**src/rtl/core/ptts_pkg.sv**
```systemverilog
// Types and constants shared by the priority task table scheduler files.
`timescale 1ns / 1ps
package ptts_pkg;

	localparam logic [1:0] REQ_REGISTER = 2'd0;
	localparam logic [1:0] REQ_RUN_NEXT = 2'd1;
	localparam logic [1:0] REQ_FINISH   = 2'd2;

	localparam logic [2:0] STATUS_PLACED  = 3'd0;
	localparam logic [2:0] STATUS_FULL    = 3'd1;
	localparam logic [2:0] STATUS_STARTED = 3'd2;
	localparam logic [2:0] STATUS_WRAPPED = 3'd3;
	localparam logic [2:0] STATUS_UPDATED = 3'd4;
	localparam logic [2:0] STATUS_NONE    = 3'd5;

	typedef struct packed {
		logic [1:0]  req_type;
		logic [7:0]  task_handle;
		logic [7:0]  task_priority;
		logic [31:0] elapsed_ms;
	} req_t;

	typedef struct packed {
		logic [2:0]  status;
		logic [2:0]  slot;
		logic [7:0]  run_handle;
		logic [31:0] worst_ms;
		logic [63:0] sum_ms;
	} rsp_t;

	typedef struct packed {
		logic [7:0]  handle;
		logic [7:0]  prio;
		logic [31:0] worst;
		logic [63:0] sum;
	} entry_t;

	typedef enum logic [2:0] {
		S_IDLE,
		S_INS_RD,
		S_INS_CMP,
		S_RUN_RD,
		S_RUN_OUT,
		S_FIN_RD,
		S_FIN_WR
	} state_t;

endpackage

```
**src/rtl/core/ptts_table.sv**
```systemverilog
// Task entry memory: one write port, one registered read port.
`timescale 1ns / 1ps
module ptts_table #(
	parameter int SLOTS = 8
) (
	input  logic                       clk,
	input  logic                       wr_en,
	input  logic [$clog2(SLOTS)-1:0]   wr_addr,
	input  ptts_pkg::entry_t           wr_data,
	input  logic                       rd_en,
	input  logic [$clog2(SLOTS)-1:0]   rd_addr,
	output ptts_pkg::entry_t           rd_data
);

	ptts_pkg::entry_t mem_q [SLOTS];
	ptts_pkg::entry_t rd_data_q;

	always_ff @(posedge clk) begin
		if (wr_en) begin
			mem_q[wr_addr] <= wr_data;
		end
	end

	always_ff @(posedge clk) begin
		if (rd_en) begin
			rd_data_q <= mem_q[rd_addr];
		end
	end

	assign rd_data = rd_data_q;

endmodule

```
**src/rtl/core/priority_task_table_scheduler_unit.sv**
```systemverilog
// Priority task table scheduler: sorted task table with run and finish bookkeeping.
// Usage:
//  Raise start with a request on req; the request is taken at a rising edge where
//  start is high and busy is low. busy stays high while the request is worked on.
//  Each request with req_type 0, 1 or 2 gives one result on result, shown for one
//  cycle with done high; req_type 3 is taken and gives nothing.
// Sequencing (done is registered from the last state of each request):
//  register into a full table, run-next that wraps, finish with none outstanding:
//  answered from S_IDLE. Run-next that starts a task: S_RUN_RD, S_RUN_OUT.
//  Finish that updates statistics: S_FIN_RD, S_FIN_WR. Register: S_INS_RD and
//  S_INS_CMP per entry moved back, then the new entry is written. The entry memory
//  has one registered read port, so each entry moved costs a read and a compare.
//  A new request may be taken in the cycle in which done is shown.
// Reset (arst_n low) empties the table, clears the run pointer and the outstanding
//  task; the entry memory is not cleared, a fill count marks the valid entries.
// The receiver cannot stall: a result is dropped if not taken while done is high.
`timescale 1ns / 1ps
module priority_task_table_scheduler_unit #(
	parameter int SLOTS = 8
) (
	input  logic           clk,
	input  logic           arst_n,
	input  logic           start,
	output logic           busy,
	input  ptts_pkg::req_t req,
	output logic           done,
	output ptts_pkg::rsp_t result
);

	localparam int AW = $clog2(SLOTS);
	localparam int CW = $clog2(SLOTS + 1);

	ptts_pkg::state_t state_q, state_d;
	ptts_pkg::req_t   req_q;
	logic [CW-1:0]    fill_q;
	logic [CW-1:0]    run_ptr_q;
	logic [AW-1:0]    started_q;
	logic             pending_q;
	logic [AW-1:0]    idx_q;
	logic             done_q, done_d;
	ptts_pkg::rsp_t   result_q, result_d;

	logic             wr_en, rd_en;
	logic [AW-1:0]    wr_addr, rd_addr;
	ptts_pkg::entry_t wr_data, rd_data, new_entry;
	logic             accept, full, run_hit, shift_back;
	logic             place_en;
	logic [63:0]      sum_new;
	logic [31:0]      worst_new;

	ptts_table #(.SLOTS(SLOTS)) u_table (
		.clk     (clk),
		.wr_en   (wr_en),
		.wr_addr (wr_addr),
		.wr_data (wr_data),
		.rd_en   (rd_en),
		.rd_addr (rd_addr),
		.rd_data (rd_data)
	);

	assign busy       = (state_q != ptts_pkg::S_IDLE);
	assign accept     = start && !busy;
	assign full       = (fill_q == CW'(SLOTS));
	assign run_hit    = (run_ptr_q < fill_q);
	assign shift_back = (rd_data.prio > req_q.task_priority);
	assign sum_new    = rd_data.sum + 64'(req_q.elapsed_ms);
	assign worst_new  = (req_q.elapsed_ms > rd_data.worst) ? req_q.elapsed_ms : rd_data.worst;

	always_comb begin
		new_entry        = '0;
		new_entry.handle = req_q.task_handle;
		new_entry.prio   = req_q.task_priority;
	end

	always_comb begin
		state_d = state_q;
		unique case (state_q)
			ptts_pkg::S_IDLE: begin
				if (accept) begin
					unique case (req.req_type)
						ptts_pkg::REQ_REGISTER: state_d = full ? ptts_pkg::S_IDLE : ptts_pkg::S_INS_RD;
						ptts_pkg::REQ_RUN_NEXT: state_d = run_hit ? ptts_pkg::S_RUN_RD : ptts_pkg::S_IDLE;
						ptts_pkg::REQ_FINISH:   state_d = pending_q ? ptts_pkg::S_FIN_RD : ptts_pkg::S_IDLE;
						default:                state_d = ptts_pkg::S_IDLE;
					endcase
				end
			end
			ptts_pkg::S_INS_RD:  state_d = (idx_q == '0) ? ptts_pkg::S_IDLE : ptts_pkg::S_INS_CMP;
			ptts_pkg::S_INS_CMP: state_d = shift_back ? ptts_pkg::S_INS_RD : ptts_pkg::S_IDLE;
			ptts_pkg::S_RUN_RD:  state_d = ptts_pkg::S_RUN_OUT;
			ptts_pkg::S_RUN_OUT: state_d = ptts_pkg::S_IDLE;
			ptts_pkg::S_FIN_RD:  state_d = ptts_pkg::S_FIN_WR;
			ptts_pkg::S_FIN_WR:  state_d = ptts_pkg::S_IDLE;
			default:             state_d = ptts_pkg::S_IDLE;
		endcase
	end

	always_comb begin
		wr_en    = 1'b0;
		wr_addr  = idx_q;
		wr_data  = new_entry;
		rd_en    = 1'b0;
		rd_addr  = idx_q - AW'(1);
		place_en = 1'b0;
		done_d   = 1'b0;
		result_d = '0;
		unique case (state_q)
			ptts_pkg::S_IDLE: begin
				if (accept) begin
					unique case (req.req_type)
						ptts_pkg::REQ_REGISTER: begin
							done_d          = full;
							result_d.status = ptts_pkg::STATUS_FULL;
						end
						ptts_pkg::REQ_RUN_NEXT: begin
							done_d          = !run_hit;
							result_d.status = ptts_pkg::STATUS_WRAPPED;
						end
						ptts_pkg::REQ_FINISH: begin
							done_d          = !pending_q;
							result_d.status = ptts_pkg::STATUS_NONE;
						end
						default: done_d = 1'b0;
					endcase
				end
			end
			ptts_pkg::S_INS_RD: begin
				if (idx_q == '0) begin
					wr_en    = 1'b1;
					place_en = 1'b1;
				end else begin
					rd_en = 1'b1;
				end
			end
			ptts_pkg::S_INS_CMP: begin
				wr_en = 1'b1;
				if (shift_back) begin
					wr_data = rd_data;
				end else begin
					place_en = 1'b1;
				end
			end
			ptts_pkg::S_RUN_RD: begin
				rd_en   = 1'b1;
				rd_addr = started_q;
			end
			ptts_pkg::S_RUN_OUT: begin
				done_d              = 1'b1;
				result_d.status     = ptts_pkg::STATUS_STARTED;
				result_d.slot       = 3'(started_q);
				result_d.run_handle = rd_data.handle;
			end
			ptts_pkg::S_FIN_RD: begin
				rd_en   = 1'b1;
				rd_addr = started_q;
			end
			ptts_pkg::S_FIN_WR: begin
				wr_en            = 1'b1;
				wr_addr          = started_q;
				wr_data          = rd_data;
				wr_data.worst    = worst_new;
				wr_data.sum      = sum_new;
				done_d           = 1'b1;
				result_d.status  = ptts_pkg::STATUS_UPDATED;
				result_d.slot    = 3'(started_q);
				result_d.worst_ms = worst_new;
				result_d.sum_ms  = sum_new;
			end
			default: done_d = 1'b0;
		endcase
		if (place_en) begin
			done_d          = 1'b1;
			result_d.status = ptts_pkg::STATUS_PLACED;
			result_d.slot   = 3'(idx_q);
		end
	end

	always_ff @(posedge clk or negedge arst_n) begin
		if (!arst_n) begin
			state_q   <= ptts_pkg::S_IDLE;
			fill_q    <= '0;
			run_ptr_q <= '0;
			started_q <= '0;
			pending_q <= 1'b0;
			done_q    <= 1'b0;
		end else begin
			state_q <= state_d;
			done_q  <= done_d;
			if (accept && req.req_type == ptts_pkg::REQ_RUN_NEXT) begin
				if (run_hit) begin
					started_q <= run_ptr_q[AW-1:0];
					pending_q <= 1'b1;
					run_ptr_q <= run_ptr_q + CW'(1);
				end else begin
					run_ptr_q <= '0;
				end
			end
			if (place_en) begin
				fill_q <= fill_q + CW'(1);
				if (pending_q && started_q >= idx_q && started_q < AW'(SLOTS - 1)) begin
					started_q <= started_q + AW'(1);
				end
			end
			if (state_q == ptts_pkg::S_FIN_WR) begin
				pending_q <= 1'b0;
			end
		end
	end

	always_ff @(posedge clk) begin
		result_q <= result_d;
		if (accept) begin
			req_q <= req;
			idx_q <= fill_q[AW-1:0];
		end else if (state_q == ptts_pkg::S_INS_CMP && shift_back) begin
			idx_q <= idx_q - AW'(1);
		end
	end

	assign done   = done_q;
	assign result = result_q;

endmodule

```
**config.mk**
```make
export PLATFORM = sky130hd
export DESIGN_NAME = priority_task_table_scheduler_unit
export DESIGN_NICKNAME = d
export VERILOG_FILES = /design/src/rtl/core/ptts_pkg.sv /design/src/rtl/core/ptts_table.sv /design/src/rtl/core/priority_task_table_scheduler_unit.sv
export SDC_FILE = /design/constraint.sdc
export NUM_CORES = 1
export LEC_CHECK = 0
export ABC_AREA = 1
export BUFFER_PORTS_ARGS = -buffer_cell sky130_fd_sc_hd__buf_2
export CELL_PAD_IN_SITES_DETAIL_PLACEMENT = 1
export CELL_PAD_IN_SITES_GLOBAL_PLACEMENT = 1
export CORE_UTILIZATION = 35
export DETAILED_ROUTE_END_ITERATION = 6
export GPL_ROUTABILITY_DRIVEN = 1
export PLACE_DENSITY_LB_ADDON = 0.1
export REMOVE_ABC_BUFFERS = 1
export SYNTH_ARGS = -nofsm -noshare
export SYNTH_HDL_FRONTEND = slang
export SYNTH_HIERARCHICAL = 1
export SYNTH_SLANG_ARGS = --single-unit
```
**constraint.sdc**
```tcl
create_clock -name clk -period 7.2 [get_ports clk]
set_input_delay 1.08 -clock clk [delete_from_list [all_inputs] [get_ports clk]]
set_output_delay 1.08 -clock clk [all_outputs]
set_load 0.05 [all_outputs]
```
Word level (Yosys, flattened, before mapping)

Memory sizes are Yosys's and may differ from the RTL's. A register that Yosys moved wholly into a read port is not among the register bits.
Cells that the tools add are included.

Flip-flop bits (word level): 177
Input port bits: 53
Memories: 1
RAM bits: 896
Memory bits (read-only): 0
Word-level logic and storage cells: 95
Bits in latches: 0

Bitwise gates (word level): 0
Reductions and logical operators: 19
$add $sub $neg: 5
$mul: 0
Div/mod/pow operators: 0
Equal/unequal tests: 10
$lt $le $gt $ge: 5
Muxes and demuxes: 40
Shift-type cells: 0

Memories:

| name          | words | bits a word | rd ports | clocked after Yosys merged registers in | wr ports | line             | source |
|---|---|---|---|---|---|---|---|
| u_table.mem_q | 8     | 112         | 1        | 1                                       | 1        | ptts_table.sv:15 | `ptts_pkg::entry_t mem_q [SLOTS];` |

Operators with widths:

| cell                | number |
|---|---|
| $pmux 112 s2        | 1 |
| $mux 112            | 1 |
| $add 64x32->64      | 1 |
| $mux 3              | 13 |
| $gt 32x32->1        | 1 |
| $mux 32             | 1 |
| $pmux 3 s3          | 3 |
| $pmux 3 s5          | 1 |
| $mux 1              | 12 |
| $eq 3x3->1 const B  | 3 |
| $add 4x1->4 const B | 2 |
| $gt 8x8->1          | 1 |
| $pmux 1 s2          | 4 |
| $eq 3x2->1 const B  | 2 |
| $logic_not 3->1     | 2 |
| $reduce_bool 2->1   | 3 |
| $reduce_or 2->1     | 3 |
| $logic_and 1x1->1   | 5 |
| $eq 4x4->1 const B  | 1 |
| $lt 4x4->1          | 1 |
| $mux 2              | 2 |
| $mux 4              | 1 |
| $add 3x1->3 const B | 1 |
| $eq 3x1->1 const B  | 1 |
| other kinds (11)    | 13 |

Depth between registers and ports, before layout

Gate-level depths: netlist (run 1).

Depth after elaboration: 7
Gate-level depth with buffers: 18
Depth with buffers taken out: 17

Modules after synthesis

The synthesis (run 1) kept the hierarchy.

Modules (own cells, without submodules):

| module                             | times used | area each (sq um) | seq. area each (sq um) | cells each |
|---|---|---|---|---|
| ptts_table                         | 1          | 42463.2           | 30269.0                | 4001 |
| priority_task_table_scheduler_unit | 1          | 12353.1           | 4134.0                 | 1959 |

Least setup slack after synthesis (run 1)

OpenSTA, ideal clock, no wires.

Path kind: flip-flop to flip-flop
From: reg state_q[0]
To: mem u_table/mem_q[0][0] (netlist bit), enable pin
Buffers on the path: 2
Arrival: 6.150 ns
Clock period less this slack: 6.735 ns
Stages on the path, launching flop included: 10
Setup slack: 0.465 ns
Library setup time: 0.585 ns
Data required time: 6.615 ns
Cell sequence: dfrtp_1 nor2_4 inv_2 nor2_2 buf_2 buf_2 o22ai_1 inv_1 nand2_1 nor2_1

RTL lines:

| element                  | line                                      | source |
|---|---|---|
| start: declaration       | priority_task_table_scheduler_unit.sv:33  | `ptts_pkg::state_t state_q, state_d;` |
| start signal: assignment | priority_task_table_scheduler_unit.sv:180 | `state_q <= ptts_pkg::S_IDLE;` |
| start signal: assignment | priority_task_table_scheduler_unit.sv:187 | `state_q <= state_d;` |
| $eq 3x3->1               | priority_task_table_scheduler_unit.sv:107 | `unique case (state_q)` |
| $mux 3                   | priority_task_table_scheduler_unit.sv:107 |  |
| net wr_addr[2]           | priority_task_table_scheduler_unit.sv:44  | `logic [AW-1:0] wr_addr, rd_addr;` |
| end: declaration         | ptts_table.sv:15                          |  |

The timed path passes the listed nets, and every way through them passes these cells.

Worst setup path in the final report (run 1)

From: reg state_q[1]
To: reg u_table/rd_data[91] (netlist name)

Cells in the longest elaborated chain, start to end: 3

Ends and longest elaborated chain:

| element                                  | line |
|---|---|
| $eq 3x3->1 or $eq 3x2->1 (tied branches) | priority_task_table_scheduler_unit.sv:107 |
| $reduce_or 2->1 (no line) (*)            | - |
| $mux 3 (*)                               | priority_task_table_scheduler_unit.sv:107 |
| net rd_addr[0]                           | priority_task_table_scheduler_unit.sv:44 |

The timed path passes the listed nets; every way through them passes the cells marked *.
A chain may end at the register's enable or synchronous reset.

==> summary.txt, run 1 <==
Placed design
  – Routability cong.: 0.8501
  – Port bufs: between 150 and 200
  – DP Worst Slack: 2.987 ns
  – Placed cell areas: 0.05756 mm^2
  – Hpwl dp: 98.51 mm

Setup path
  – Critical Path RT: 7.70 ns
  – WS Path Type: reg -> reg
  – Worst EP arrival: around 4.7 ns
  – Crit Path Max Fanout: 160
  – Crit. End Element: flop
  – CP Launch Type: flop

Logic synthesis
  – Netlist Area Pre-Place: approximately 0.055 mm^2
  – Xor/xnor cell area share of the yosys netlist: 0.1278%
  – Synth top area share: 58.01%
  – Synth unique cells: 48
  – Seq/Total Area, Yosys: 62.76%
  – Synthesis-stage register bit count: 1185
  – Avg Synthesized Cell Area: 9.197 um^2
  – Post-synth top area cell: edfxtp_1
  – Cells after synthesis: 5960
  – Simple-gate area share of the yosys netlist: between 20% and 30%
  – Ranking of synthesized cells by area: edfxtp_1, nand2_1, inv_1, nand3_1, dfxtp_1
  – Largest family of logic cells by synthesized area: simple AND/OR/NAND/NOR gates
  – YS warnings: 6
  – Post-synthesis mux area share: 0.02054%
  – Post-synthesis compound-gate area fraction: 1.118%
  – Post-synthesis adder-cell area fraction: 1.954%

Pwr
  – VDD IR max: 0.8338 mV
  – Cell Pwr Density: approximately 460 mW/mm^2
  – Static leakage: 29.76 nW

Global routing
  – GR Util met2: a little over a third
  – Global route total overflow: 0
  – Aggregate global-route resource usage: 21.30%
  – Largest net degree at the start of global routing: 185
  – Vias in the first global route: ~40000
  – GRT busiest layer: met2
  – First-pass GRT wire length: 251.5 mm
  – Initial antenna violation count: 4
  – Met1 usage: between 20 and 30%
  – Met3 usage: 2.880%

STA
  – Setup ws final: 2.966 ns
  – Fmax achieved: 236.2 MHz
  – Minimum hold slack: 0.2347 ns
  – Clock skew: 0.02515 ns
  – RSZ-0062 raised after global routing: no
  – Final max-slew violation count: 0
  – Slew @ Worst Pin: 1.153 ns
  – Final setup viols: 0
  – Final Critical Period: 4.234 ns
  – Final Hold Viols: 0
  – Slew margin rel.: 22.34%
  – Crit share post-route: a little under 60%

CTS
  – Clk Latency, worst-skew pair: 0.77 ns
  – Clk sink count: 1185
  – CTS tree: built
  – Total CTS buffers: 141
  – # hold bufs at CTS: 0
  – Setup bufs post-CTS: 0
  – H-tree depth: 4
  – Clk root buf: clkbuf_16
  – CTS resizes: 0
  – Clock tree buffer depth: 3
  – Worst-path clk slew: 0.06 ns

Final layout
  – Layout area overhead: 13.47%
  – Multi-input gate area: 0.01442 mm^2
  – Fin nets: ~6200
  – Share of cells above drive strength 1: 7.167%
  – Commonest non-fill, non-tap cells in the layout: nand2_1, inv_1, edfxtp_1
  – Register area: 0.03440 mm^2
  – Final Cell Area: about 0.062 mm^2
  – Most common cell after layout, fill and taps aside: nand2_1
  – Fill cells: roughly 18000

Outcome
  – Status: complete, no violations

Floorplanning
  – Die area: 0.1582 mm^2
  – Core area: 0.1548 mm^2
  – Die width: approximately 400 um
  – Site Rows: 144
  – Initial core utilization: between 30% and 40%
  – Die Y: just under 400 um
  – Ports: between 150 and 200

Route
  – DRC Markers: 0
  – Via/cell ratio: 4.713
  – Routed len/inst: between 20 and 25 um
  – Total wire length: between 150 and 200 mm
  – Drt pass-1 iters: 5
  – Via Count: just under 40000
  – Starting DRT DRC Count: 2055
  – Antenna Nets Post-Route: 0

Hold path
  – HP Class: in -> async

Run
  – Max-capacitance violation count: 0
cell families after synthesis:
| logic type | after synthesis |
|---|---|
| multiplexers | 1 |
| adder cells (fa/ha/maj) | 85 |
| XOR/XNOR | 8 |
| flip-flops | 1185 |
| AO/OA/AOI/OAI | 115 |
| AND/OR/NAND/NOR | 3063 |
| buffers and inverters | 1503 |
cells in the mapped netlist, drive strengths merged:
| cell type | number |
|---|---|
| edfxtp | 1059 |
| fa | 1 |
| a21o | 4 |
| nor4 | 3 |
| dfxtp | 110 |
| xor2 | 5 |
| nand2 | 2194 |
| o21bai | 4 |
| and2 | 4 |
| nand3b | 12 |
| o211ai | 2 |
| nor3 | 16 |
| a21boi | 1 |
| mux2 | 1 |
| a21oi | 45 |
| ha | 84 |
| o22ai | 5 |
| o21a | 1 |
| nor2 | 165 |
| nand3 | 644 |
| dfrtp | 16 |
| nand4 | 19 |
| o21ai | 52 |
| and3 | 1 |
| or2 | 5 |
| clkbuf | 20 |
| inv | 1295 |
| a31oi | 1 |
| xnor2 | 3 |
| buf | 188 |
report_power, final:
group | internal [mW] | leakage [nW] | switching (mW)
Clock | 4.29 | 2.27 | 2.84
Combinational | 3.05 | 16.7 | 8.68
Sequential | 9.19 | 10.8 | 0.656
layout make-up:
class                      count  share of cell area, %
sequential                  1185                  55.31
clock buffer                 216                  6.723
inverter                    1295                  7.865
timing repair buffer         208                  2.072
multi-input combinational   3272                  23.18
antenna                        2               0.008046
tap                         2044                  4.112
clock inverter                47                 0.7322
layer usage:
layer / vias up / part of all wire [%]
met5: - / 0
met4: 0 / 1.9
met3: 193 / 3.3
met2: 572 / 48
met1: 19340 / 47
li1: 18870 / -
path summary, 6_finish.rpt:
check / startpoint / to / slack, ns / depth (start not counted)
setup / recovery: state_q[1] / u_table/rd_data[91] / 2.97 / 12
hold / removal: arst_n / run_ptr_q[1] / 0.23 / 1
setup reg to reg: state_q[1] / u_table/rd_data[91] / 2.97 / 12
hold reg to reg: idx_q[1] / result[105] / 0.48 / 2
max in group asynchronous: arst_n / started_q[2] / 6.68 / 1
min in group clk: idx_q[1] / result[105] / 0.48 / 2
sequential cells by signal, indices dropped and copies added (netlist names), 4 cells and up:
signal,cells
req_q,32
new_entry,16
run_ptr_q,4
u_table/mem_q,896
u_table/rd_data,112
fill_q,4
result,110
stage by stage:
step	TNS (ns)	std cells	util, %	total power [mW]
after detailed placement	0	8004	37.19	21.92
after global routing	0	8267	40.19	30.73
after CTS	0	8267	40.19	29.17
after floorplan	-4924.09	5752	-	16.23
final	0	8269	40.19	28.69
after global placement	0	8004	37.19	21.77
worst max-delay path: stages (launching register included):
cell and delay (ns):
dfrtp_1 0.43, inv_2 0.14, nand2_1 0.10, o21ai_0 0.91, nand2_1 0.23, o21ai_4 0.24, buf_4 0.59, buf_12 0.54
nand2_1 0.13, nand3_1 0.13, nand2_1 0.07, nand2_1 0.05, nand2_1 0.07
(Power assumes the default switching activity.)
==> run 2: changes to the inputs <==
clock period = 3.7 ns   (was 7.2 ns; I/O delays follow)
==> summary.txt, run 2 (synthesis results as in run 1) <==
Placed design
  – Hpwl dp: 106.4 mm (was 98.51 mm)
  – Port bufs: 164 (unchanged)
  – Routability cong.: 0.8751 (was 0.8501)
  – DP Worst Slack: 0.2929 ns (was 2.987 ns)
  – Placed cell count: 8046 (was 8004)
  – Placed cell areas: 0.05830 mm^2 (was 0.05756 mm^2)

STA
  – Slew margin rel.: 29.01% (was 22.34%)
  – Final max-slew violation count: 0 (unchanged)
  – Slew @ Worst Pin: 1.054 ns (was 1.153 ns)
  – Crit share post-route: 93.02% (was 58.81%)
  – Final Hold Viols: 0 (unchanged)
  – RSZ-0062 raised after global routing: no (unchanged)
  – Final Critical Period: 3.442 ns (was 4.234 ns)
  – Fmax achieved: 290.6 MHz (was 236.2 MHz)
  – Clock skew: 0.02335 ns (was 0.02515 ns)
  – Setup ws final: 0.2584 ns (was 2.966 ns)
  – Final setup viols: 0 (unchanged)

Final layout
  – Largest register by flop count: u_table/mem_q (unchanged)
  – Most common cell after layout, fill and taps aside: nand2_1 (unchanged)
  – Fin nets: 6323 (was 6241)
  – Final Cell Area: 0.06321 mm^2 (was 0.06220 mm^2)
  – Post-Route Utilization: 40.84% (was 40.19%)
  – Largest register FFs: 896 (unchanged)
  – Post-Layout Cell Count: 8347 (was 8269)
  – Commonest non-fill, non-tap cells in the layout: nand2_1, inv_1, edfxtp_1 (unchanged)
  – Share of cells above drive strength 1: 7.634% (was 7.167%)
  – Layout area overhead: 15.31% (was 13.47%)

Route
  – Total wire length: 171.9 mm (was 167.8 mm)
  – Starting DRT DRC Count: 2157 (was 2055)
  – Antenna Nets Post-Route: 0 (unchanged)
  – Routed len/inst: 20.59 um (was 20.29 um)
  – Drt pass-1 iters: 5 (unchanged)
  – DRC Markers: 0 (unchanged)
  – Via/cell ratio: 4.683 (was 4.713)
  – Via Count: 39090 (was 38970)

Setup path
  – Crit. End Element: flop (unchanged)
  – Crit Path Max Fanout: 8 (was 160)
  – Critical Path RT: 4.13 ns (was 7.70 ns)
  – CP cell instances: ha_1, fa_1, nand3_1, nand3_1, nand2_1, nand2_1, nand3_1, nand3_1, xnor2_1, o21ai_0 (was inv_2, nand2_1, o21ai_0, nand2_1, o21ai_4, buf_4, buf_12, nand2_1, nand3_1, nand2_1, nand2_1, nand2_1)
  – Most frequent CP cell: nand3_1 (was nand2_1)
  – Worst EP arrival: 3.87 ns (was 4.74 ns)
  – WS Path Type: reg -> reg (unchanged)
  – CP top delay family: simple AND/OR/NAND/NOR gates (was buffers and inverters)
  – CP Launch Type: flop (unchanged)
  – Critical path's slowest cell: o21ai_0 (unchanged)
  – Worst path bufs/invs: 0 (was 3)
  – Crit-path max cell delay: 0.78 ns (was 0.91 ns)

CTS
  – CTS tree: built (unchanged)
  – Total CTS buffers: 139 (was 141)
  – CTS resizes: 0 (unchanged)
  – Clk Latency, worst-skew pair: 0.77 ns (about the same)
  – Worst-path clk slew: 0.06 ns (about the same)
  – Clk root buf: clkbuf_16 (unchanged)
  – Clock tree buffer depth: 3 (unchanged)
  – Clk sink count: 1185 (unchanged)
  – # hold bufs at CTS: 42 (was 0)
  – H-tree depth: 4 (unchanged)
  – Setup bufs post-CTS: 0 (unchanged)

Pwr
  – Switching Fraction: 42.76% (was 42.43%)
  – Cell Pwr Density: 897.9 mW/mm^2 (was 461.3 mW/mm^2)
  – Clock share of power: 23.8% (was 24.8%)
  – Internal power: 32.49 mW (was 16.52 mW)
  – Total power: 56.76 mW (was 28.69 mW)
  – Gate power share: 42.7% (was 40.9%)
  – Net Switching: 24.27 mW (was 12.17 mW)
  – Static leakage: 30.19 nW (was 29.76 nW)
  – Register share of total power: 33.5% (was 34.3%)
  – VDD IR max: 1.315 mV (was 0.8338 mV)

Global routing
  – Global route total overflow: 0 (unchanged)
  – Initial antenna violation count: 3 (was 4)
  – First-pass GRT wire length: 256.4 mm (was 251.5 mm)
  – Aggregate global-route resource usage: 21.80% (was 21.30%)
  – Largest net degree at the start of global routing: 133 (was 185)
  – Vias in the first global route: 40300 (was 40130)

Floorplanning
  – Core area: 0.1548 mm^2 (unchanged)
  – Initial core utilization: 35.42% (unchanged)
  – Die area: 0.1582 mm^2 (unchanged)
  – Site Rows: 144 (unchanged)
  – Die width: 397.8 um (unchanged)
  – Ports: 165 (unchanged)
  – Die Y: 397.8 um (unchanged)

Hold path
  – HP Class: in -> reg (was in -> async)

Run
  – Max-capacitance violation count: 0 (unchanged)

Outcome
  – Status: complete, no violations (unchanged)
## run 2: power groups by stage
stage / clock network [mW] / logic (mW) / registers (mW)
floorplan: 0 / 9.48 / 18.7
global placement: 0 / 24.4 / 19.2
detailed placement: 0 / 24.6 / 19.3
CTS: 13.9 / 24.8 / 19.0
global route: 14.3 / 27.1 / 19.2
finish: 13.5 / 24.3 / 19.0
## run 2: area by class of cell
type                       count  area (um^2)
fill                       17630        91560
sequential                  1185        34400
multi-input combinational   3272        14420
inverter                    1295         4892
clock buffer                 204         4069
tap                         2044         2557
timing repair buffer         292         2450
clock inverter                53        417.9
antenna                        2        5.005
## run 2: worst paths after layout
path	startpoint	end	slack, ns	cells past startpoint
max in group asynchronous	arst_n	started_q[1]	3.17	2
worst min-delay path	req[25]	req_q[25]	0.05	1
worst max-delay path	req_q[0]	u_table/mem_q[5][24]	0.26	10
min in group asynchronous	arst_n	pending_q	0.24	2
worst max register to register	req_q[0]	u_table/mem_q[5][24]	0.26	10
worst min register to register	u_table/rd_data[104]	result[96]	0.51	2
## run 2: stage by stage
step           hold WS (ns)   TNS, ns
6_report            0.05340         0
5_1_grt             0.01423         0
3_3_place_gp         0.4864         0
2_1_floorplan        0.2594  -8421.05
4_1_cts             0.01292         0
3_5_place_dp         0.4923         0
## run 2: layer usage
| layer | track usage [%] | routed length (um) |
|---|---|---|
| met5 | 0 | 0 |
| met3 | 3.060 | 6203 |
| met4 | 5.268 | 3405 |
| met2 | 36.27 | 81360 |
| met1 | 29.89 | 80880 |
